--- config.mk ---
export PLATFORM = sky130hd
export DESIGN_NAME = calendar_date_advance_top
export DESIGN_NICKNAME = d
export VERILOG_FILES = /design/src/hdl/cda_pkg.sv /design/src/hdl/calendar_date_advance_top.sv
export SDC_FILE = /design/constraint.sdc
export NUM_CORES = 1
export LEC_CHECK = 0
export BUFFER_PORTS_ARGS = -buffer_cell sky130_fd_sc_hd__buf_2
export CORE_UTILIZATION = 61
export CTS_BUF_LIST = sky130_fd_sc_hd__clkbuf_8
export CTS_CLUSTER_DIAMETER = 200
export CTS_CLUSTER_SIZE = 10
export DETAILED_ROUTE_END_ITERATION = 7
export GPL_TIMING_DRIVEN = 0
export PLACE_DENSITY = 0.89
export SYNTH_ARGS = -nofsm -noshare
export SYNTH_HDL_FRONTEND = slang
export SYNTH_SLANG_ARGS = --single-unit
--- constraint.sdc ---
create_clock -name clk -period 7.3 [get_ports clk]
set_clock_uncertainty 0.05 [all_clocks]
set_input_delay 1.46 -clock clk [delete_from_list [all_inputs] [get_ports clk]]
set_output_delay 1.46 -clock clk [all_outputs]
set_load 0.03 [all_outputs]
--- src/hdl/cda_pkg.sv ---
package cda_pkg;

	// Day count bits taken from days_to_add
	localparam int DAY_COUNT_BITS = 16;
	localparam int ADD_PORT_W = 16;
	localparam int CNT_W = (DAY_COUNT_BITS < ADD_PORT_W) ? DAY_COUNT_BITS : ADD_PORT_W;
	// Running day: 5-bit day plus count, one carry bit
	localparam int DAY_W = CNT_W + 1;

	localparam logic [13:0] YEAR_MAX = 14'd16383;
	localparam logic [4:0] MONTHS_PER_YEAR = 5'd12;

	// Month enumeration used by the length table
	localparam logic [3:0] M_JAN = 4'd1;
	localparam logic [3:0] M_FEB = 4'd2;
	localparam logic [3:0] M_MAR = 4'd3;
	localparam logic [3:0] M_APR = 4'd4;
	localparam logic [3:0] M_MAY = 4'd5;
	localparam logic [3:0] M_JUN = 4'd6;
	localparam logic [3:0] M_JUL = 4'd7;
	localparam logic [3:0] M_AUG = 4'd8;
	localparam logic [3:0] M_SEP = 4'd9;
	localparam logic [3:0] M_OCT = 4'd10;
	localparam logic [3:0] M_NOV = 4'd11;
	localparam logic [3:0] M_DEC = 4'd12;

	typedef enum logic [1:0] {
		ST_IDLE = 2'b01,
		ST_RUN  = 2'b10
	} cda_state_t;

	// Days in a month; every fourth year is a leap year, out-of-range months are empty
	function automatic logic [4:0] month_length(input logic [3:0] month, input logic [13:0] year);
		logic [4:0] len;
		case (month)
			M_JAN, M_MAR, M_MAY, M_JUL, M_AUG, M_OCT, M_DEC: len = 5'd31;
			M_APR, M_JUN, M_SEP, M_NOV: len = 5'd30;
			M_FEB: len = (year[1:0] == 2'b00) ? 5'd29 : 5'd28;
			default: len = 5'd0;
		endcase
		return len;
	endfunction

endpackage

--- src/hdl/calendar_date_advance_top.sv ---
// Date advance: give a start date and a day count with a start pulse while busy is
// low; the block steps one month per clock through a single compare/subtract unit
// and presents the resulting date with done high for exactly one cycle. busy is
// high from the cycle after the start pulse until the result appears; the result must
// be captured on the done cycle as it cannot be held off. Years saturate at 16383 with
// year_overflow set.
module calendar_date_advance_top (
	input  logic        clk,
	input  logic        arst_n,
	input  logic        start,
	output logic        busy,
	input  logic [4:0]  start_day,
	input  logic [3:0]  start_month,
	input  logic [13:0] start_year,
	input  logic [15:0] days_to_add,
	output logic        done,
	output logic [4:0]  end_day,
	output logic [3:0]  end_month,
	output logic [13:0] end_year,
	output logic        year_overflow
);

	cda_pkg::cda_state_t state_q;
	logic                    done_q;
	logic [cda_pkg::DAY_W-1:0] day_q;
	logic [3:0]              month_q;
	logic [13:0]             year_q;
	logic                    ovf_q;

	logic [4:0]              len;
	logic                    fits;
	logic [4:0]              month_inc;
	logic [3:0]              month_nxt;
	logic                    wrap;
	logic                    accept;

	assign accept = start && (state_q == cda_pkg::ST_IDLE);

	// Shared unit: month length, compare and next-month logic
	always_comb begin
		len = cda_pkg::month_length(month_q, year_q);
		fits = (day_q <= cda_pkg::DAY_W'(len));
		month_inc = {1'b0, month_q} + 5'd1;
		wrap = (month_inc > cda_pkg::MONTHS_PER_YEAR);
		month_nxt = wrap ? 4'(month_inc - cda_pkg::MONTHS_PER_YEAR) : month_inc[3:0];
	end

	// Sequencer
	always_ff @(posedge clk or negedge arst_n) begin
		if (!arst_n) begin
			state_q <= cda_pkg::ST_IDLE;
			done_q <= 1'b0;
		end else begin
			done_q <= 1'b0;
			case (state_q)
				cda_pkg::ST_IDLE: begin
					if (start) begin
						state_q <= cda_pkg::ST_RUN;
					end
				end
				cda_pkg::ST_RUN: begin
					if (fits) begin
						state_q <= cda_pkg::ST_IDLE;
						done_q <= 1'b1;
					end
				end
				default: begin
					state_q <= cda_pkg::ST_IDLE;
				end
			endcase
		end
	end

	// Working date registers
	always_ff @(posedge clk) begin
		if (accept) begin
			day_q <= cda_pkg::DAY_W'(start_day)
				+ cda_pkg::DAY_W'(days_to_add[cda_pkg::CNT_W-1:0]);
			month_q <= start_month;
			year_q <= start_year;
			ovf_q <= 1'b0;
		end else if ((state_q == cda_pkg::ST_RUN) && !fits) begin
			day_q <= day_q - cda_pkg::DAY_W'(len);
			month_q <= month_nxt;
			if (wrap) begin
				if (year_q == cda_pkg::YEAR_MAX) begin
					ovf_q <= 1'b1;
				end else begin
					year_q <= year_q + 14'd1;
				end
			end
		end
	end

	assign busy = (state_q == cda_pkg::ST_RUN);
	assign done = done_q;
	assign end_day = day_q[4:0];
	assign end_month = month_q;
	assign end_year = year_q;
	assign year_overflow = ovf_q;

endmodule

# Word-level counts from Yosys, hierarchy flattened
# Index checks and enable logic that the tools add are counted.
# word_totals
ff_bits	39
latch_bits	0
ram_bits	0
mem_bits_ro	0
input_bits	42
out_inout_bits	26
n_memories	0
# classes
n_addsub	5
multipliers	0
n_div	0
n_lt_le_gt_ge	2
n_eq_ne	18
shift	0
n_mux	16
bitwise	0
n_reduce_logical	11
# op_table
operator	n
2-to-1 mux 14 bit	4
2-to-1 mux 17 bit	2
equality test 4 bit (second input constant)	5
adder 5 x 16 -> 17 bit	1
<= comparator 17 x 5 -> 1 bit	1
subtractor 17 x 5 -> 17 bit	1
equality test 4 x 3 -> 1 bit (second input constant)	4
case mux 5 bit (3 select lines)	1
adder 14 x 1 -> 14 bit (second input constant)	1
equality test 14 bit (second input constant)	1
2-to-1 mux 4 bit	3
equality test 4 x 2 -> 1 bit (second input constant)	2
OR reduction 7 bit	1
AND reduction 3 bit	2
adder 4 x 1 -> 5 bit (second input constant)	1
> comparator 5 x 4 -> 1 bit (second input constant)	1
equality test 4 x 1 -> 1 bit (second input constant)	1
2-to-1 mux 2 bit	2
!= test 2 bit (second input constant)	2
case mux 2 bit (2 select lines)	1
nonzero test 2 bit	2
OR reduction 4 bit	1
subtractor 4 bit (second input constant)	1
2-to-1 mux 1 bit	3
7 further kinds	8

# Longest topological paths before layout
# logic_depth
ltp_word	8
ltp_mapped	13
depth_no_buf	13

# Least setup slack after synthesis
# No wires, ideal clock.
# synth_path
kind	register -> register
startpoint	register month_q[0], in the netlist end_month[0]
endpoint	register year_q[0], in the netlist end_year[0] (enable)
t_arrival_ns	3.690
required_time_ns	6.846
setup_slack_ns	3.156
path_stages_with_launch	13
n_path_buf	1
cell_sequence	edfxtp_1 -> ha_1 -> clkbuf_1 -> nor2_1 -> o22ai_1 -> nor2_1 -> ha_1 -> nor2b_1 -> o21ai_0 -> o41ai_1 -> a211o_1 -> nand3_1 -> o21ai_0
# synth_between
elab_chain_cells	8
# synth_rtl
element	line	rtl
from (decl)	calendar_date_advance_top.sv:26	logic [3:0] month_q;
from (signal assigned)	calendar_date_advance_top.sv:79	month_q <= start_month;
from (signal assigned)	calendar_date_advance_top.sv:84	month_q <= month_nxt;
equality test 4 x 1 -> 1 bit (tied with other cells)	cda_pkg.sv:35	case (month)
OR reduction 7 bit or OR reduction 4 bit (tied branches)	cda_pkg.sv:35	
case mux 5 bit (3 select lines)	cda_pkg.sv:35	
<= comparator 17 x 5 -> 1 bit	calendar_date_advance_top.sv:42	fits = (day_q <= cda_pkg::DAY_W'(len));
zero test 1 bit	calendar_date_advance_top.sv:82	end else if ((state_q == cda_pkg::ST_RUN) && !fits) begin
logical AND 1 bit	calendar_date_advance_top.sv:82	
nonzero test 2 bit (no source line)	n/a	
AND reduction 3 bit (no source line) (*)	n/a	
to (signal assigned)	calendar_date_advance_top.sv:80	year_q <= start_year;
to (signal assigned)	calendar_date_advance_top.sv:89	year_q <= year_q + 14'd1;
to (decl)	calendar_date_advance_top.sv:27	logic [13:0] year_q;
# Mark *: on every way between the ends. The rest lies on a longest branch, timed or not.
# A chain may end at the register's enable or synchronous reset.

# Final worst setup path
# layout_path
startpoint	register month_q[0], in the netlist end_month[0]
endpoint	register day_q[9] (netlist bit), data pin
# layout_between
elab_chain_cells	6
# layout_rtl
element	line	rtl
equality test 4 x 1 -> 1 bit (tied with other cells)	cda_pkg.sv:35	
OR reduction 7 bit or OR reduction 4 bit (tied branches)	cda_pkg.sv:35	
case mux 5 bit (3 select lines) (*)	cda_pkg.sv:35	
subtractor 17 x 5 -> 17 bit (*)	calendar_date_advance_top.sv:83	day_q <= day_q - cda_pkg::DAY_W'(len);
2-to-1 mux 17 bit (*)	calendar_date_advance_top.sv:82	
2-to-1 mux 17 bit (*)	calendar_date_advance_top.sv:76	if (accept) begin
to (signal assigned)	calendar_date_advance_top.sv:77	day_q <= cda_pkg::DAY_W'(start_day)
to (signal assigned)	calendar_date_advance_top.sv:83	
to (decl)	calendar_date_advance_top.sv:25	logic [cda_pkg::DAY_W-1:0] day_q;
# Mark *: on every way between the ends. The rest lies on a longest branch, timed or not. The select of a mux whose other input is x is not followed.

==> flow_summary_export.csv <==
group,metric,value,unit
final_layout,nets,449,
critical_path,timing.rr.start,"end_month[0]$_DFFE_PP_",
placed_design,placed_area,0.00334,mm²
hold_path,hold-path-cell-count,2,
yosys,synth_edf_count,35,
sta,setup-violations-final,0,
clocking,cts-hold-fix-buffers,0,
clocking,cts_tree,"built",
power_and_ir_drop,ir_drop,0.000205,V
global_routing,antenna_found_initial,0,
final_layout,stdcell_area,0.00343,mm²
drt,drt_iter0_drc,193,
clocking,cts.path.max_buffers,2,
clocking,htreeDepth,2,
floorplan,die_h,71.3,µm
yosys,synth_async_sr_flop_share,0.0769,
sta,fmax,244,MHz
yosys,ys_seq_elements,39,
yosys,synth_top_cell_area_share,0.358,
drt,wire_per_inst,15.2,µm
yosys,netlist_area,0.00293,mm²
clocking,cts-root-buf,"clkbuf_8",
critical_path,rr_worst_depth,12,
yosys,synth_top_flop_cell,"edfxtp_1",
critical_path,worstPathArrival,4.07,ns
clocking,cts_sinks,39,
placed_design,place.port_buffers,67,
sta,maxSlewHeadroom,0.344,
sta,hold_violations,0,
run_status,status,"finished with violations",
drt,drt_first_pass_iters,7,
floorplan,dieArea,0.00509,mm²
hold_path,min_to,"year_overflow$_SDFFE_PP0P_",
sta,tns,0,ns
global_routing,grt.total_usage,0.279,
yosys,synth_most_common_cell,"nand2_1",
power_and_ir_drop,powerDensity,476,mW/mm²
critical_path,timing.rr.end,"day_q[9]$_DFFE_PP_",
drt,num_vias,2617,
placed_design,dp_hpwl,5140,µm
yosys,synth_top_area_cell,"edfxtp_1",
sta,worst-slew-pin-transition,0.971,ns
yosys,synthTopCellsByCount,"nand2_1 (41), edfxtp_1 (35), o21ai_0 (28)",
global_routing,grt_max_degree,22,
hold_path,min_from,"year_overflow$_SDFFE_PP0P_",
critical_path,endpoint_kind,"register",
sta,min_period,4.09,ns
yosys,seq_area_frac_synth,0.391,
floorplan,io_pins,68,
global_routing,overflow,0,
global_routing,grt_pass1_wl,10900,µm
yosys,ys_top_cells_by_area,"edfxtp_1 (36%), xnor2_1 (7.8%), ha_1 (6.0%), nand2_1 (5.2%), o21ai_0 (4.8%)",
yosys,yosysWarnings,0,
critical_path,timing.critical_path.from_type,"register",
yosys,syn_nets,374,
final_layout,multi_input_area,0.00164,mm²
clocking,post_cts_buffers,0,
sta,slew_viol_final,0,
final_layout,final_layout_size_suffix_gt1_frac,0.224,
floorplan,rows,24,
run_status,violations,"design-rule violations",
yosys,synth.distinct_cells,48,
global_routing,grt_pass1_vias,2388,
clocking,ctsResizeCount,0,
drt,ant_nets,0,
clocking,numCtsBuffers,5,
floorplan,die_w,71.3,µm
clocking,clk_transition_reported_paths,0.08,ns
drt,drt-vias-per-instance,5.89,
clocking,clk_latency,0.30,ns
critical_path,critPathKind,"register to register",
placed_design,place.gp.congestion,0.843,
power_and_ir_drop,leakagePower,0.00143,µW
final_layout,area_growth,16.9,%
job,maxCapViolations,0,
critical_path,path_max_fanout,10,
drt,drc,3,
yosys,syn_inst,316,
drt,drt_wl_total,6760,µm
sta,post-route-period-util,0.561,
final_layout,regArea,0.00115,mm²
floorplan,coreArea,0.00447,mm²
critical_path,crit_required,7.28,ns
critical_path,regToRegSetupSlack,3.21,ns
hold_path,min_path_type,"register to register",
floorplan,initial_core_util,0.655,
final_layout,diodes,0,
yosys,syn_area_per_cell,9.28,µm²
sta,rsz0062_at_grt,"false",
final_layout,fillers,317,
-- where the power goes --
group | total [µW] | internal, µW | leakage [µW] | switching, µW
registers | 530 | 423 | 0.000378 | 106
clock network | 144 | 65.4 | 0.0000453 | 78.6
logic | 958 | 364 | 0.00100 | 594
total | 1630 | 853 | 0.00143 | 779
-- registers in the layout, indices dropped and copies added (netlist names) --
register and cells:
day_q 17, done 1, end_month 4, end_year 14, state_q 2, year_overflow 1
-- placed cells by master, fill, tap and decap left out, drive strengths merged, types with 4 or more instances in the layout --
master	synthesis	layout
o21ai	28	28
buf	8	76
nor3	7	7
clkbuf	8	13
or3	5	5
nor2b	4	4
and3	5	5
xnor2	26	26
nand2	41	41
nand2b	5	5
mux2i	12	12
inv	17	18
o32ai	4	4
edfxtp	35	35
nor2	18	18
a21oi	13	13
ha	14	14
nand3	11	11
xor2	16	16
-- worst max-delay path by stage --
| stage | from | endpoint | cells past startpoint |
|---|---|---|---|
| after floorplan | end_month[0]$_DFFE_PP_ | end_year[0]$_DFFE_PP_ | 12 |
| after global placement | end_month[0]$_DFFE_PP_ | end_year[5]$_DFFE_PP_ | 12 |
| after detailed placement | end_month[0]$_DFFE_PP_ | day_q[11]$_DFFE_PP_ | 12 |
| after CTS | end_month[0]$_DFFE_PP_ | day_q[11]$_DFFE_PP_ | 12 |
| after global routing | end_month[0]$_DFFE_PP_ | day_q[9]$_DFFE_PP_ | 12 |
| final | end_month[0]$_DFFE_PP_ | day_q[9]$_DFFE_PP_ | 12 |
-- final cells by class --
type | count | share of cell area
timing repair buffer | 68 | 0.101
multi-input combinational | 244 | 0.478
tap | 52 | 0.0190
inverter | 17 | 0.0186
buffer | 16 | 0.0237
clock buffer | 5 | 0.0201
sequential | 39 | 0.335
clock inverter | 3 | 0.00474
-- critical path, stage by stage (launching register included) --
cell and delay, ns:
edfxtp_1 0.52, ha_1 0.20, clkbuf_1 0.32, nor2_1 0.09, o22ai_1 0.41, nor2_1 0.15
ha_1 0.33, nor2b_1 0.31, o32ai_1 0.15, o32ai_1 0.77, nor3_1 0.16, xnor2_1 0.25
mux2i_1 0.10
-- routing by layer --
layer	up-vias	wire (µm)	global-route usage	share of wire
li1	1272	-	-	-
met1	1226	2780	0.360	0.41
met2	107	3390	0.479	0.50
met3	12	471	0.0436	0.070
met4	0	119	0.0956	0.018
met5	-	0	0	0
-- through the flow --
step | instances | worst slack (ns) | power [µW] | hold WS, ns | util
final | 444 | 3.21 | 1630 | 0.423 | 0.766
after global routing | 444 | 2.91 | 1750 | 0.463 | 0.766
after CTS | 444 | 3.28 | 1630 | 0.420 | 0.766
after detailed placement | 436 | 3.32 | 1480 | 0.402 | 0.747
after global placement | 435 | 2.60 | 1430 | 0.403 | 0.745
after floorplan | 316 | 3.16 | 1230 | 0.489 | -
-- cells by family after synthesis --
logic type / synth area share
and+or+nand+nor: 0.177
AOI/OAI and AO/OA: 0.142
xor gates and xnor gates: 0.125
DFF: 0.391
buffers and inverters: 0.0495
adders and majority gates: 0.0734
muxes: 0.0410
Power figures use the tool's default switching activity.
